$ cat src/sv/b64e_pkg.sv
// Package for the base64 stream encoder.
// Holds beat types, the queued command type, constants and the alphabet function.
// No dependencies.
package b64e_pkg;

  // Default depth of the command queue between front and back
  localparam int unsigned QueueDepthDefault = 2;

  // Characters per full group, and the pad character
  localparam int unsigned GroupChars = 4;
  localparam logic [7:0]  PadChar    = 8'h25;  // '%'

  // Position within a three-byte group
  typedef enum logic [1:0] {
    PhaseFirst  = 2'd0,
    PhaseSecond = 2'd1,
    PhaseThird  = 2'd2,
    PhaseUnused = 2'd3
  } phase_e;

  // Input beat
  typedef struct packed {
    logic [7:0] data_byte;
    logic       last_byte;
  } in_beat_t;

  // Output beat
  typedef struct packed {
    logic [7:0] out_char;
    logic       last_char;
  } out_beat_t;

  // One input byte, classified: up to four characters to emit
  typedef struct packed {
    logic [GroupChars-1:0][7:0] chars;     // chars[0] goes out first
    logic [1:0]                 last_idx;  // index of the final char of this command
    logic                       ends_msg;  // final char closes the message
  } cmd_t;

  // Map a 6-bit code to its base64 character
  function automatic logic [7:0] sextet_char(input logic [5:0] v);
    logic [7:0] c;
    begin
      if (v < 6'd26) begin
        c = 8'h41 + {2'b00, v};
      end else if (v < 6'd52) begin
        c = 8'h61 + {2'b00, v - 6'd26};
      end else if (v < 6'd62) begin
        c = 8'h30 + {2'b00, v - 6'd52};
      end else if (v == 6'd62) begin
        c = 8'h2B;  // '+'
      end else begin
        c = 8'h2F;  // '/'
      end
      return c;
    end
  endfunction

endpackage

$ cat src/sv/b64e_front.sv
// Front end of the base64 stream encoder: accepts bytes, tracks group phase.
// Turns each byte into one queued command of up to four characters.
// Depends on b64e_pkg.
module b64e_front (
  input  logic              clk_i,
  input  logic              rst_ni,
  input  logic              in_valid_i,
  output logic              in_ready_o,
  input  b64e_pkg::in_beat_t in_i,
  output logic              push_valid_o,
  input  logic              push_ready_i,
  output b64e_pkg::cmd_t    push_cmd_o
);
  import b64e_pkg::*;

  phase_e     phase_q, phase_d;
  logic [3:0] left_q, left_d;
  logic       accept;
  logic [7:0] b;
  logic       last;
  cmd_t       cmd;

  assign in_ready_o   = push_ready_i;
  assign push_valid_o = in_valid_i;
  assign accept       = in_valid_i && push_ready_i;
  assign b            = in_i.data_byte;
  assign last         = in_i.last_byte;

  // Classify the byte by group phase
  always_comb begin
    cmd      = '0;
    phase_d  = phase_q;
    left_d   = left_q;
    unique case (phase_q)
      PhaseSecond: begin
        cmd.chars[0] = sextet_char({left_q[1:0], b[7:4]});
        if (last) begin
          cmd.chars[1] = sextet_char({b[3:0], 2'b00});
          cmd.chars[2] = PadChar;
          cmd.last_idx = 2'd2;
          cmd.ends_msg = 1'b1;
          phase_d      = PhaseFirst;
          left_d       = '0;
        end else begin
          cmd.last_idx = 2'd0;
          phase_d      = PhaseThird;
          left_d       = b[3:0];
        end
      end
      PhaseThird: begin
        cmd.chars[0] = sextet_char({left_q, b[7:6]});
        cmd.chars[1] = sextet_char(b[5:0]);
        cmd.last_idx = 2'd1;
        cmd.ends_msg = last;
        phase_d      = PhaseFirst;
        left_d       = '0;
      end
      PhaseFirst, PhaseUnused: begin
        cmd.chars[0] = sextet_char(b[7:2]);
        if (last) begin
          cmd.chars[1] = sextet_char({b[1:0], 4'b0000});
          cmd.chars[2] = PadChar;
          cmd.chars[3] = PadChar;
          cmd.last_idx = 2'd3;
          cmd.ends_msg = 1'b1;
          phase_d      = PhaseFirst;
          left_d       = '0;
        end else begin
          cmd.last_idx = 2'd0;
          phase_d      = PhaseSecond;
          left_d       = {2'b00, b[1:0]};
        end
      end
      default: begin
        cmd = '0;
      end
    endcase
  end

  assign push_cmd_o = cmd;

  // Group state advances on each accepted beat
  always_ff @(posedge clk_i or negedge rst_ni) begin
    if (!rst_ni) begin
      phase_q <= PhaseFirst;
      left_q  <= '0;
    end else if (accept) begin
      phase_q <= phase_d;
      left_q  <= left_d;
    end
  end

endmodule

$ cat src/sv/b64e_queue.sv
// Command queue between front and back of the base64 stream encoder.
// Small circular buffer of classified commands with a fill count.
// Depends on b64e_pkg.
module b64e_queue #(
  parameter int unsigned Depth = b64e_pkg::QueueDepthDefault
) (
  input  logic           clk_i,
  input  logic           rst_ni,
  input  logic           push_valid_i,
  output logic           push_ready_o,
  input  b64e_pkg::cmd_t push_cmd_i,
  output logic           head_valid_o,
  input  logic           pop_i,
  output b64e_pkg::cmd_t head_cmd_o,
  output logic [$clog2(Depth+1)-1:0] cnt_o
);
  import b64e_pkg::*;

  localparam int unsigned PtrW = (Depth > 1) ? $clog2(Depth) : 1;
  localparam int unsigned CntW = $clog2(Depth + 1);

  cmd_t            mem_q [Depth];
  logic [PtrW-1:0] wr_ptr_q, wr_ptr_d;
  logic [PtrW-1:0] rd_ptr_q, rd_ptr_d;
  logic [CntW-1:0] cnt_q, cnt_d;
  logic            push;

  assign push_ready_o = (cnt_q != CntW'(Depth));
  assign head_valid_o = (cnt_q != '0);
  assign push         = push_valid_i && push_ready_o;
  assign head_cmd_o   = mem_q[rd_ptr_q];
  assign cnt_o        = cnt_q;

  // Pointer wrap and count update
  always_comb begin
    wr_ptr_d = wr_ptr_q;
    rd_ptr_d = rd_ptr_q;
    cnt_d    = cnt_q;
    if (push) begin
      wr_ptr_d = (wr_ptr_q == PtrW'(Depth - 1)) ? '0 : wr_ptr_q + 1'b1;
    end
    if (pop_i) begin
      rd_ptr_d = (rd_ptr_q == PtrW'(Depth - 1)) ? '0 : rd_ptr_q + 1'b1;
    end
    if (push && !pop_i) begin
      cnt_d = cnt_q + 1'b1;
    end else if (!push && pop_i) begin
      cnt_d = cnt_q - 1'b1;
    end
  end

  always_ff @(posedge clk_i or negedge rst_ni) begin
    if (!rst_ni) begin
      wr_ptr_q <= '0;
      rd_ptr_q <= '0;
      cnt_q    <= '0;
    end else begin
      wr_ptr_q <= wr_ptr_d;
      rd_ptr_q <= rd_ptr_d;
      cnt_q    <= cnt_d;
    end
  end

  // Storage, no reset needed
  always_ff @(posedge clk_i) begin
    if (push) begin
      mem_q[wr_ptr_q] <= push_cmd_i;
    end
  end

endmodule

$ cat src/sv/b64e_back.sv
// Back end of the base64 stream encoder: serializes queued commands.
// One character per cycle into an output register, while a command is queued and out_ready_i allows.
// Depends on b64e_pkg.
module b64e_back (
  input  logic               clk_i,
  input  logic               rst_ni,
  input  logic               head_valid_i,
  input  b64e_pkg::cmd_t     head_cmd_i,
  output logic               pop_o,
  output logic               out_valid_o,
  input  logic               out_ready_i,
  output b64e_pkg::out_beat_t out_o
);
  import b64e_pkg::*;

  logic      [1:0] idx_q, idx_d;
  logic            out_valid_q, out_valid_d;
  out_beat_t       out_q, out_d;
  logic            load;
  logic            at_end;

  assign load   = head_valid_i && (!out_valid_q || out_ready_i);
  assign at_end = (idx_q == head_cmd_i.last_idx);
  assign pop_o  = load && at_end;

  // Next character and index
  always_comb begin
    idx_d       = idx_q;
    out_valid_d = out_valid_q;
    out_d       = out_q;
    if (load) begin
      out_d.out_char  = head_cmd_i.chars[idx_q];
      out_d.last_char = head_cmd_i.ends_msg && at_end;
      out_valid_d     = 1'b1;
      idx_d           = at_end ? 2'd0 : idx_q + 2'd1;
    end else if (out_ready_i) begin
      out_valid_d = 1'b0;
    end
  end

  always_ff @(posedge clk_i or negedge rst_ni) begin
    if (!rst_ni) begin
      idx_q       <= '0;
      out_valid_q <= 1'b0;
    end else begin
      idx_q       <= idx_d;
      out_valid_q <= out_valid_d;
    end
  end

  // Output payload register
  always_ff @(posedge clk_i) begin
    out_q <= out_d;
  end

  assign out_valid_o = out_valid_q;
  assign out_o       = out_q;

endmodule

$ cat src/sv/base64_stream_encoder_top.sv
// Base64 stream encoder, top level.
// Instantiates front, command queue and back; depends on b64e_pkg.
//
// Usage:
//   Input channel (in_valid_i / in_ready_o / in_i) takes one raw byte per beat,
//   with last_byte set on the final byte of a message.
//   Output channel (out_valid_o / out_ready_i / out_o) gives one ASCII character
//   per beat from the alphabet A-Z a-z 0-9 + /, with '%' as pad; last_char marks
//   the final character of each encoded message.
//   Path: an accepted byte is written into the command queue, and its characters
//   are then loaded one at a time into the output register.
//   Throughput: the back end sends one character per cycle while out_ready_i is
//   high, so a byte yields 1 to 4 characters (4 per 3 bytes, more on a short final group).
//   The input takes a byte every cycle while the command queue has room, so it
//   runs ahead of the output by up to QueueDepth bytes.
//   Stall: when out_ready_i is low the output register holds; the queue fills,
//   then in_ready_o drops until the back end drains a command.
//   Reset: rst_ni low clears group phase, queue and output valid; the block
//   starts at a group boundary.
module base64_stream_encoder_top #(
  parameter int unsigned QueueDepth = b64e_pkg::QueueDepthDefault
) (
  input  logic                clk_i,
  input  logic                rst_ni,
  input  logic                in_valid_i,
  output logic                in_ready_o,
  input  b64e_pkg::in_beat_t  in_i,
  output logic                out_valid_o,
  input  logic                out_ready_i,
  output b64e_pkg::out_beat_t out_o
);
  import b64e_pkg::*;

  localparam int unsigned CntW = $clog2(QueueDepth + 1);

  logic            push_valid;
  logic            push_ready;
  cmd_t            push_cmd;
  logic            head_valid;
  cmd_t            head_cmd;
  logic            pop;
  logic [CntW-1:0] q_cnt;

  b64e_front u_front (
    .clk_i        (clk_i),
    .rst_ni       (rst_ni),
    .in_valid_i   (in_valid_i),
    .in_ready_o   (in_ready_o),
    .in_i         (in_i),
    .push_valid_o (push_valid),
    .push_ready_i (push_ready),
    .push_cmd_o   (push_cmd)
  );

  b64e_queue #(
    .Depth (QueueDepth)
  ) u_queue (
    .clk_i        (clk_i),
    .rst_ni       (rst_ni),
    .push_valid_i (push_valid),
    .push_ready_o (push_ready),
    .push_cmd_i   (push_cmd),
    .head_valid_o (head_valid),
    .pop_i        (pop),
    .head_cmd_o   (head_cmd),
    .cnt_o        (q_cnt)
  );

  b64e_back u_back (
    .clk_i        (clk_i),
    .rst_ni       (rst_ni),
    .head_valid_i (head_valid),
    .head_cmd_i   (head_cmd),
    .pop_o        (pop),
    .out_valid_o  (out_valid_o),
    .out_ready_i  (out_ready_i),
    .out_o        (out_o)
  );

`ifndef SYNTHESIS
  // Queue fill never exceeds its depth
  a_cnt_bound : assert property (@(posedge clk_i) disable iff (!rst_ni)
    q_cnt <= CntW'(QueueDepth))
    else $error("command queue overfilled");

  // Back end never pops an empty queue
  a_no_pop_empty : assert property (@(posedge clk_i) disable iff (!rst_ni)
    pop |-> head_valid)
    else $error("pop from empty command queue");

  // Fill count goes up by one on an accepted push with no pop
  a_cnt_track : assert property (@(posedge clk_i) disable iff (!rst_ni)
    (in_valid_i && in_ready_o && !pop) |=> (q_cnt == $past(q_cnt) + 1'b1))
    else $error("queue count missed a push");
`endif

endmodule

$ cat config.mk
export PLATFORM = sky130hd
export DESIGN_NAME = base64_stream_encoder_top
export DESIGN_NICKNAME = d
export VERILOG_FILES = /design/src/sv/b64e_pkg.sv /design/src/sv/b64e_front.sv /design/src/sv/b64e_queue.sv /design/src/sv/b64e_back.sv /design/src/sv/base64_stream_encoder_top.sv
export SDC_FILE = /design/constraint.sdc
export NUM_CORES = 1
export LEC_CHECK = 0
export ABC_AREA = 1
export BUFFER_PORTS_ARGS = -buffer_cell sky130_fd_sc_hd__buf_2
export CAP_MARGIN = 20
export CELL_PAD_IN_SITES_DETAIL_PLACEMENT = 1
export CELL_PAD_IN_SITES_GLOBAL_PLACEMENT = 1
export CORE_ASPECT_RATIO = 0.5
export CORE_UTILIZATION = 47
export CTS_CLUSTER_SIZE = 12
export DETAILED_ROUTE_END_ITERATION = 6
export GPL_ROUTABILITY_DRIVEN = 0
export PLACE_DENSITY = 0.92
export SLEW_MARGIN = 0
export SYNTH_ARGS = -nofsm -noshare
export SYNTH_HDL_FRONTEND = slang
export SYNTH_SLANG_ARGS = --single-unit
$ cat constraint.sdc
create_clock -name clk_i -period 3 [get_ports clk_i]
set_clock_uncertainty 0.2 [all_clocks]
set_input_delay 0.75 -clock clk_i [delete_from_list [all_inputs] [get_ports clk_i]]
set_output_delay 0.75 -clock clk_i [all_outputs]
set_load 0.01 [all_outputs]
==> metrics.md, run 1 <==
| Metric | Value |
|---|---|
| Outcome | completed |
| CTS tree | done |
| P_int | 3090 uW |
| Die Wd | 149 um |
| Finished Cell Area | 0.00581 mm^2 |
| Clock buffer depth | 2 |
| Cells after synthesis | 642 |
| Pleak | 0.00265 uW |
| Share of layout cells above drive strength 1 | 14.9% |
| RSZ-0062 raised after global routing | false |
| Number of remaining DRC errors | 0 |
| Avg Vias per Cell | 6.02 |
| TritonCTS Buffers | 9 |
| RR Endpoint | u_queue.cnt_o[1] |
| ANT nets after route | 0 |
| Sequential share of power | 30.7% |
| Worst slew pin tran | 506 ps |
| Sink Count | 64 |
| Synth top area share | 30.1% |
| Mean Syn Cell Area | 7.93 um^2 |
| Area leader, netlist | edfxtp_1 |
| Compound-cell area share of the yosys netlist | 12.8% |
| Reg2reg setup slack | 70 ps |
| Synthesis-stage register bit count | 64 |
| Cts hold-fix bufs | 0 |
| Sw Ratio | 44.6% |
| Combinational family with the most area after synthesis | simple AND/OR/NAND/NOR gates |
| Slew headroom | 66.3% |
| Final hold vios | 0 |
| Max-slew violation count | 0 |
| Required time worst endpoint | 2980 ps |
| Post-DP HPWL | 12700 um |
| M2 GR Usage | 58.6% |
| Placement Cell Area | 0.00547 mm^2 |
| Htree depth | 3 |
| Most frequent cell after synthesis | nand2_1 |
| TritonRoute pass-1 iters | 5 |
| Adder-Cell Fraction of Synth Area | 10.8% |
| Util after Layout | 56.0% |
| CP Launch Type | flop |
| Vias in the first global route | 4987 |
| Post-synthesis sequential area ratio | 36.5% |
| Port-buffer cells | 23 |
| Data arrival, critical path | 2910 ps |
| Post-synth EDFFs | 51 |
| Dpl ws | -13.7 ps |
| Ant. Diodes | 0 |
| Core area | 0.0104 mm^2 |
| Synth Flop Type | edfxtp_1 |
| Final #Nets | 741 |
| DRT iter0 DRCs | 406 |
| Initial Util | 49.0% |
| Met3 Resource Use GR | 7.54% |
| Final WS setup | 71.4 ps |
| # setup viols final | 0 |
| Layout area overhead | 14.1% |
| Synth Area in Simple Gates | 26.5% |
| CTS resizes | 0 |
| Max Cap Viol | 0 |
| Worst setup EP type | flop |
| Synth top cells by count | nand2_1 (161), inv_1 (60), edfxtp_1 (51) |
| Critical path origin | u_queue.rd_ptr_q |
| Via count | 4992 |
| Kind of critical path | flop to flop |
| Antenna violations before repair | 0 |
| Yosys cell types | 46 |
| Async S/R FF share, synth | 20.3% |
| Clock slew at reported path FFs | 60 ps |
| Hold Path Class | input pin to async pin |
| Pwr dens | 959 mW/mm^2 |
| Met1 Track Usage GR | 42.4% |
| Top area cells in the synthesized netlist | edfxtp_1 (30%), nand2_1 (12%), ha_1 (11%), dfrtp_1 (6.4%), nand3_1 (4.9%) |
| First-pass GRT wire length | 28200 um |
| Synth Cell Area | 0.00509 mm^2 |
| Launch point of the worst reg-to-reg path | u_queue.rd_ptr_q |
| Cell Rows | 26 |
| CTS root buf | clkbuf_16 |
| Clk_lat worst skew | 340 ps |
| Largest net degree at the start of global routing | 23 |
| Total grt overflow | 0 |
| I/O pin count | 24 |
| TNS Setup | 0 ps |
| Crit path max fanout | 12 |
| Die Y-Extent | 75.6 um |
| WL/cell | 22.0 um |
| Peak supply drop | 0.409 mV |
| R2r worst-path depth | 9 |
| Final Cycle Share | 97.6% |
| Layer with the highest usage | met2 |
| Syn nets | 699 |
| Post-CTS Repair Setup Buffers | 0 |
| Logic pwr share | 47.3% |
| Die area | 0.0113 mm^2 |
| Clk pwr share | 21.9% |
| Psw | 2480 uW |
| Post-synthesis mux area share | 0% |
| CP endpoint | u_queue.cnt_o[1] |
| Fmax | 341 MHz |
| Aggregate routed wire length | 18200 um |
| Synth warn | 0 |
| Tmin final | 2930 ps |
| Post-synthesis xor/xnor area fraction | 5.85% |
| Gr usage total | 34.0% |
sequential cells by signal, summed over array words and instances (netlist names):
name and count:
u_back.idx_q 2, u_back.out_o 9, u_back.out_valid_o 1, u_front.left_q 4, u_front.phase_q 2, u_queue.cnt_o 2, u_queue.mem_q 42, u_queue.rd_ptr_q 1
u_queue.wr_ptr_q 1
layer usage:
layer / vias to the layer above / part of all wire, %
met2: 277 / 47
met3: 62 / 7.4
li1: 2228 / -
met4: 0 / 3.7
met5: - / 0
met1: 2425 / 42
power by group through the flow:
stage	Combinational (uW)	Sequential (uW)	Clock (uW)
finish	2640	1710	1220
detailed placement	2460	1680	0
CTS	2570	1700	1220
floorplan	1630	1610	0
global placement	2250	1650	0
global route	2840	1730	1240
worst min-delay path by stage:
stage / slack, ps / start / end
floorplan: 250 / rst_ni / u_back.idx_q[0]
global placement: 260 / u_queue.cnt_o[0] / u_queue.cnt_o[0]
detailed placement: 270 / u_queue.cnt_o[0] / u_queue.cnt_o[0]
CTS: 120 / rst_ni / u_front.left_q[1]
global route: 120 / rst_ni / u_queue.cnt_o[1]
finish: 110 / rst_ni / u_front.left_q[2]
per-stage QoR:
stage / power [uW] / cells / hold WS (ps)
2_1_floorplan: 3240 / 642 / 246
3_3_place_gp: 3900 / 813 / 262
3_5_place_dp: 4140 / 813 / 274
4_1_cts: 5490 / 829 / 116
5_1_grt: 5810 / 829 / 124
6_report: 5570 / 829 / 111
placed cells by master (no fill, tap or decap), drive strengths merged, types with 2 or more instances in the layout:
master,instances
a21oi,42
nand4,4
buf,50
nor3,6
xnor2,6
clkinv,4
o41ai,2
ha,44
a211oi,2
nor2,58
o211ai,10
xor2,28
a31oi,2
nand3b,3
clkbuf,10
o21ai,43
inv,69
o31ai,2
a221o,3
nand2,174
edfxtp,51
nand3,50
or2,2
o22ai,3
bufinv,3
dfrtp,13
layout make-up:
| class | count | area [um^2] |
|---|---|---|
| clock buffer | 10 | 229 |
| clock inverter | 6 | 108 |
| fill | 1276 | 4570 |
| inverter | 70 | 268 |
| multi-input combinational | 489 | 2850 |
| sequential | 64 | 1860 |
| tap | 140 | 175 |
| timing repair buffer | 50 | 318 |
logic make-up after synthesis:
| family | Yosys count |
|---|---|
| simple gates | 299 |
| buf+inv | 89 |
| compound gates | 112 |
| xor+xnor | 34 |
| flops | 64 |
| fa+ha+maj | 44 |
worst max-delay path, stage by stage, from the launching register on:
cell,delay [ps]
dfrtp_1,660
inv_1,200
nand2_1,130
nand2_1,90
xor2_1,250
nand3_1,280
ha_1,400
a21oi_1,120
o21ai_0,210
xor2_1,220
(Power assumes the default switching activity.)
==> run 2, diff against run 1 <==
BUFFER_PORTS_ARGS = -buffer_cell sky130_fd_sc_hd__clkbuf_2   (was -buffer_cell sky130_fd_sc_hd__buf_2)
==> run 2 against run 1 <==
Net effect:
- sequential power hardly changed
- via count shrank 2.1%
- largest power group unchanged
- final cell count decreased by 0.12%
- wire length decreased by 3.7%
==> metrics.md, run 2 (synthesis results as in run 1) <==
| Metric | Value |
|---|---|
| Aggregate routed wire length | 17600 um (-3.7%) |
| Crit path max-delay cell type | ha_1 |
| # setup viols final | 0 (unchanged) |
| CP Launch Type | input pin |
| Crit-path cells | clkbuf_2, ha_1, nand2_1, inv_1, nand2_1, nand4_1, nand2_1, inv_1, a21oi_1, a21oi_1 |
| Pwr dens | 918 mW/mm^2 (-4.2%) |
| Outcome | completed |
| Final WS setup | 217 ps (+146 ps) |
| Biggest register | u_queue.mem_q |
| Peak supply drop | 0.362 mV (-12%) |
| Final #Nets | 740 (-0.13%) |
| Hold Path Class | input pin to async pin |
| Sequential share of power | 32.7% (+2.0 points) |
| Tmin final | 2780 ps (-146 ps) |
| I/O pin count | 24 (unchanged) |
| R2r worst-path depth | 9 (unchanged) |
| Slew headroom | 62.4% (-3.8 points) |
| TritonRoute pass-1 iters | 5 (unchanged) |
| Port-buffer cells | 23 (unchanged) |
| Cell Rows | 26 (unchanged) |
| Layout area overhead | 13.1% |
| Critical path origin | in_i[5] |
| Crit path max fanout | 10 (-2) |
| Crit-path max cell delay | 430 ps (-230 ps) |
| Pleak | 0.00262 uW (-1.1%) |
| Clock slew at reported path FFs | 60 ps (about the same) |
| CTS tree | done |
| Max FFs per register | 42 (unchanged) |
| Worst hold slack | 127 ps (+15.6 ps) |
| RR Endpoint | u_queue.mem_q[1][8] |
| WL/cell | 21.2 um (-3.5%) |
| Reg2reg setup slack | 230 ps (+160 ps) |
| Filler cells | 1270 (-0.47%) |
| Die Wd | 149 um (unchanged) |
| CP endpoint | u_queue.mem_q[1][8] |
| Antenna violations before repair | 1 (+1) |
| Required time worst endpoint | 2860 ps (-120 ps) |
| Util after Layout | 55.4% (-0.51 points) |
| WP buf/inv | 3 (+2) |
| Die area | 0.0113 mm^2 (unchanged) |
| Worst slew pin tran | 564 ps (+57.6 ps) |
| First-pass GRT wire length | 27300 um (-3.3%) |
| CTS root buf | clkbuf_16 |
| Share of layout cells above drive strength 1 | 14.7% (-0.27 points) |
| Number of remaining DRC errors | 0 (unchanged) |
| Sink Count | 64 (unchanged) |
| Largest net degree at the start of global routing | 22 (-4.3%) |
| Htree depth | 3 (unchanged) |
| Avg Vias per Cell | 5.90 (-2.0%) |
| Sw Ratio | 44.9% (+0.36 points) |
| Leading cell types in the layout, fill and taps excluded | nand2_1 (161), inv_1 (60), edfxtp_1 (51) |
| RSZ-0062 raised after global routing | false |
| Kind of cell adding the most delay to the critical path | simple AND/OR/NAND/NOR gates |
| P_int | 2910 uW (-5.7%) |
| Initial Util | 49.0% (unchanged) |
| Kind of critical path | input pin to flop |
| Via count | 4886 (-2.1%) |
| Post-DP HPWL | 12400 um (-2.5%) |
| Total grt overflow | 0 (unchanged) |
| Placement Cell Area | 0.00546 mm^2 (-0.14%) |
| Core area | 0.0104 mm^2 (unchanged) |
| Max Cap Viol | 0 (unchanged) |
| CTS resizes | 0 (unchanged) |
| Fmax | 359 MHz (+5.2%) |
| Vias in the first global route | 4927 (-1.2%) |
| Clk pwr share | 19.7% (-2.2 points) |
| Logic pwr share | 47.6% (+0.3 points) |
| Worst setup EP type | flop |
| Finished Cell Area | 0.00575 mm^2 (-0.90%) |
| Cts hold-fix bufs | 0 (unchanged) |
| Post-CTS Repair Setup Buffers | 0 (unchanged) |
| Final hold vios | 0 (unchanged) |
| Gr usage total | 32.6% (-1.4 points) |
| Ant. Diodes | 0 (unchanged) |
| ANT nets after route | 0 (unchanged) |
| Data arrival, critical path | 2640 ps (-270 ps) |
| Die Y-Extent | 75.6 um (unchanged) |
| Max-slew violation count | 0 (unchanged) |
| Clock buffer depth | 2 (unchanged) |
| Commonest non-fill, non-tap cell in the layout | nand2_1 |
| Psw | 2370 uW (-4.3%) |
| Most frequent CP cell | nand2_1 |
| DRT iter0 DRCs | 383 (-5.7%) |
| Clk_lat worst skew | 330 ps (about the same) |
| WP depth | 10 (+1) |
| TritonCTS Buffers | 9 (unchanged) |
| Total chip power | 5280 uW (-5.1%) |
| Final Cycle Share | 92.8% (-4.9 points) |
| Dpl ws | -19.6 ps (-5.83 ps) |
| Launch point of the worst reg-to-reg path | u_front.left_q[1] |
==> run 2: cell count changes in the layout (fill, tap and decap cells not counted) <==
cell and change:
buf_2 -23, clkinvlp_4 +1, bufinv_16 -2, clkbuf_1 +2
clkbuf_2 +23, buf_4 -1, clkinv_2 -1, clkinv_4 +1
clkinv_1 -1
==> run 2: worst min-delay path by stage <==
stage / endpoint / start / cells after the start
floorplan: u_back.idx_q[0] / rst_ni / 0
global placement: u_queue.cnt_o[0] / u_queue.cnt_o[0] / 1
detailed placement: u_queue.cnt_o[0] / u_queue.cnt_o[0] / 1
CTS: u_front.left_q[1] / rst_ni / 1
global route: u_front.left_q[1] / rst_ni / 1
finish: u_front.phase_q[1] / rst_ni / 1
==> run 2: worst reg2reg max path: stages (launching register included) <==
cell and delay (ps):
dfrtp_1 690, inv_4 130, ha_1 290, xor2_1 180
ha_1 290, nand2_1 70, a21oi_1 70, nand2_1 80
nand2_1 70, a21oi_1 440
==> run 2: layout make-up <==
cell class | count | area, um^2 | area share, %
Clock buffer | 12 | 236 | 4.11
Clock inverter | 4 | 55.1 | 0.957
Inverter | 70 | 268 | 4.65
Multi-Input combinational cell | 489 | 2850 | 49.6
Sequential cell | 64 | 1860 | 32.3
Tap cell | 140 | 175 | 3.04
Timing Repair Buffer | 49 | 310 | 5.39
==> run 2: layer usage <==
metal | wire (um) | global-route usage, % | share of wire (%)
met1 | 7570 | 41.7 | 43
met2 | 8290 | 55.2 | 47
met3 | 1340 | 7.49 | 7.6
met4 | 362 | 12.2 | 2.1
met5 | 0 | 0 | 0
==> run 2: stage by stage <==
step,std cells,TNS [ps]
2_1_floorplan,642,0
6_report,828,0
3_5_place_dp,812,-39.1
3_3_place_gp,812,0
5_1_grt,828,0
4_1_cts,828,0
==> run 2: power groups by stage <==
stage	logic, uW	clock network (uW)	registers (uW)
3_5_place_dp	2360	0	1720
6_report	2520	1040	1730
5_1_grt	2730	1070	1760
4_1_cts	2450	1040	1720
2_1_floorplan	1630	0	1610
3_3_place_gp	2200	0	1680
==> run 3, diff against run 2 <==
BUFFER_PORTS_ARGS = not set   (was -buffer_cell sky130_fd_sc_hd__clkbuf_2)
CELL_PAD_IN_SITES_DETAIL_PLACEMENT = not set   (was 1)
CELL_PAD_IN_SITES_GLOBAL_PLACEMENT = not set   (was 1)
CORE_MARGIN = 2   (was not set)
CORE_UTILIZATION = 55   (was 47)
DONT_BUFFER_PORTS = 1   (was not set)
PLACE_DENSITY = 0.81   (was 0.92)
==> run 3 against run 2 <==
Net effect:
- the flow now finishes with violations (design-rule violations)
- worst hold slack better by 150 ps
- via count decreased by 9.4%
- critical path depth fell by 1
- fmax up 12%
- design area is 4.8% lower
- worst setup slack improved by 310 ps
- non-clock buffer count decreased by 40
- core utilization up 6.4 points
- power down 8.9%
- wire length decreased by 30%
- register-to-register slack better by 290 ps
- final cell count shrank 7.6%
==> metrics.md, run 3 (synthesis results as in run 1) <==
| Metric | Value |
|---|---|
| TNS Setup | 0 ps (unchanged) |
| Final Non-Filler Cells | 765 (-7.6%) |
| Port-buffer cells | 0 (-100%) |
| Gr usage total | 25.2% (-7.4 points) |
| CTS tree | done |
| Largest net degree at the start of global routing | 23 (+4.5%) |
| Tmin final | 2480 ps (-307 ps) |
| Kind of critical path | flop to flop |
| Vias in the first global route | 4046 (-18%) |
| DRT iter0 DRCs | 514 (+34%) |
| Commonest non-fill, non-tap cell in the layout | nand2_1 |
| Outcome | finished with violations |
| Max FFs per register | 42 (unchanged) |
| Cell Rows | 24 (-7.7%) |
| Filler cells | 732 (-42%) |
| TritonRoute pass-1 iters | 7 (+2) |
| TritonCTS Buffers | 9 (unchanged) |
| Max-slew violation count | 0 (unchanged) |
| Post-DP HPWL | 9140 um (-26%) |
| Pleak | 0.00243 uW (-7.0%) |
| R2r worst-path depth | 9 (unchanged) |
| Aggregate routed wire length | 12400 um (-30%) |
| Die Wd | 140 um (-6.1%) |
| P_int | 2820 uW (-3.1%) |
| Final WS setup | 524 ps (+307 ps) |
| Hold Path Class | flop to flop |
| Core area | 0.00886 mm^2 (-15%) |
| Max Cap Viol | 0 (unchanged) |
| Final Cycle Share | 82.5% (-10 points) |
| Antenna violations before repair | 0 (-1) |
| Failing checks | design-rule violations |
| Crit path max fanout | 12 (+2) |
| Peak supply drop | 0.358 mV (-0.89%) |
| First-pass GRT wire length | 20100 um (-26%) |
| RSZ-0062 raised after global routing | false |
| Die area | 0.0101 mm^2 (-11%) |
| Final hold vios | 0 (unchanged) |
| Clock slew at reported path FFs | 50 ps (about the same) |
| Avg Vias per Cell | 5.79 (-1.9%) |
| Logic pwr share | 44.1% (-3.5 points) |
| Sequential share of power | 35.6% (+2.9 points) |
| CTS root buf | clkbuf_16 |
| Psw | 1990 uW (-16%) |
| Clock buffer depth | 2 (unchanged) |
| Number of remaining DRC errors | 3 (+3) |
| Cts hold-fix bufs | 1 (+1) |
| Layout area overhead | 7.60% |
| Footprint of the multi-input gates | 0.00285 mm^2 (unchanged) |
| Required time worst endpoint | 2990 ps (+130 ps) |
| Final #Nets | 700 (-5.4%) |
| Dpl ws | 282 ps (+301 ps) |
| Placed cells | 748 (-7.9%) |
| Initial Util | 57.5% (+8.4 points) |
| WL/cell | 16.1 um (-24%) |
| Htree depth | 3 (unchanged) |
| I/O pin count | 24 (unchanged) |
| Placement Cell Area | 0.00518 mm^2 (-5.1%) |
| Post-CTS Repair Setup Buffers | 0 (unchanged) |
| Data arrival, critical path | 2470 ps (-170 ps) |
| Slew headroom | 60.2% (-2.3 points) |
| Sw Ratio | 41.4% (-3.5 points) |
| Fmax | 404 MHz (+12%) |
| Clk pwr share | 20.3% (+0.6 points) |
| Ant. Diodes | 0 (unchanged) |
| CP Launch Type | flop |
| Reg2reg setup slack | 520 ps (+290 ps) |
| Finished Cell Area | 0.00548 mm^2 (-4.8%) |
| Pwr dens | 879 mW/mm^2 (-4.3%) |
| Biggest register | u_queue.mem_q |
| CTS resizes | 0 (unchanged) |
| Via count | 4428 (-9.4%) |
| Total grt overflow | 0 (unchanged) |
| # setup viols final | 0 (unchanged) |
| Worst slew pin tran | 595 ps (+31.8 ps) |
| Die Y-Extent | 72.0 um (-4.7%) |
| Clk_lat worst skew | 320 ps (about the same) |
| Leading cell types in the layout, fill and taps excluded | nand2_1 (161), inv_1 (60), edfxtp_1 (51) |
| Worst setup EP type | flop |
| Reg area | 0.00186 mm^2 (unchanged) |
| Sink Count | 64 (unchanged) |
| Share of layout cells above drive strength 1 | 9.10% (-5.6 points) |
| WHS Path Cells | 1 |
| ANT nets after route | 0 (unchanged) |
run 3: cell count changes in the layout (fill, tap and decap cells not counted), sizes merged:
| cell | before | now |
|---|---|---|
| clkbuf | 35 | 13 |
| buf | 26 | 8 |
| dlygate4sd3 | 0 | 1 |
| clkinv | 3 | 2 |
run 3: area by class of cell:
cell class | count | area share, %
Multi-Input combinational cell | 489 | 52.1
Sequential cell | 64 | 33.9
Inverter | 70 | 4.89
Clock buffer | 13 | 4.39
Tap cell | 117 | 2.67
Timing Repair Buffer | 9 | 1.28
Clock inverter | 3 | 0.777
run 3: power groups by stage:
stage,combinational [uW],clock (uW),sequential (uW)
3_5_place_dp,2060,0,1720
5_1_grt,2370,1030,1750
6_report,2130,977,1710
3_3_place_gp,2020,0,1710
4_1_cts,2090,984,1710
2_1_floorplan,1630,0,1610
run 3: path summary, 6_finish.rpt:
kind	start	endpoint
min reg2reg	u_queue.cnt_o[0]	u_queue.cnt_o[0]
min in group asynchronous	rst_ni	u_front.phase_q[0]
max	u_queue.rd_ptr_q	u_queue.cnt_o[1]
min	u_queue.cnt_o[0]	u_queue.cnt_o[0]
max in group asynchronous	rst_ni	u_queue.cnt_o[1]
max reg2reg	u_queue.rd_ptr_q	u_queue.cnt_o[1]
run 3: worst max-delay path, stage by stage, from the launching register on:
cell	delay (ps)
dfrtp_1	580
buf_4	270
nand2_1	90
nand2_1	90
xor2_1	190
nand3_1	180
ha_1	370
a21oi_1	110
o21ai_0	110
xor2_1	160
run 3: per-stage QoR:
stage | power [uW] | hold slack (ps) | utilization, %
after floorplan | 3240 | 246 | -
after global placement | 3730 | 255 | 58.5
after global routing | 5140 | 311 | 61.8
final | 4820 | 278 | 61.8
after detailed placement | 3780 | 255 | 58.5
after CTS | 4780 | 276 | 61.8
run 3: metal layers:
metal	track usage [%]	up-vias	routed length [um]
met1	35.4	2023	5500
met4	6.62	0	189
li1	-	2144	-
met2	40.6	240	5490
met5	0	-	0
met3	5.48	21	1180
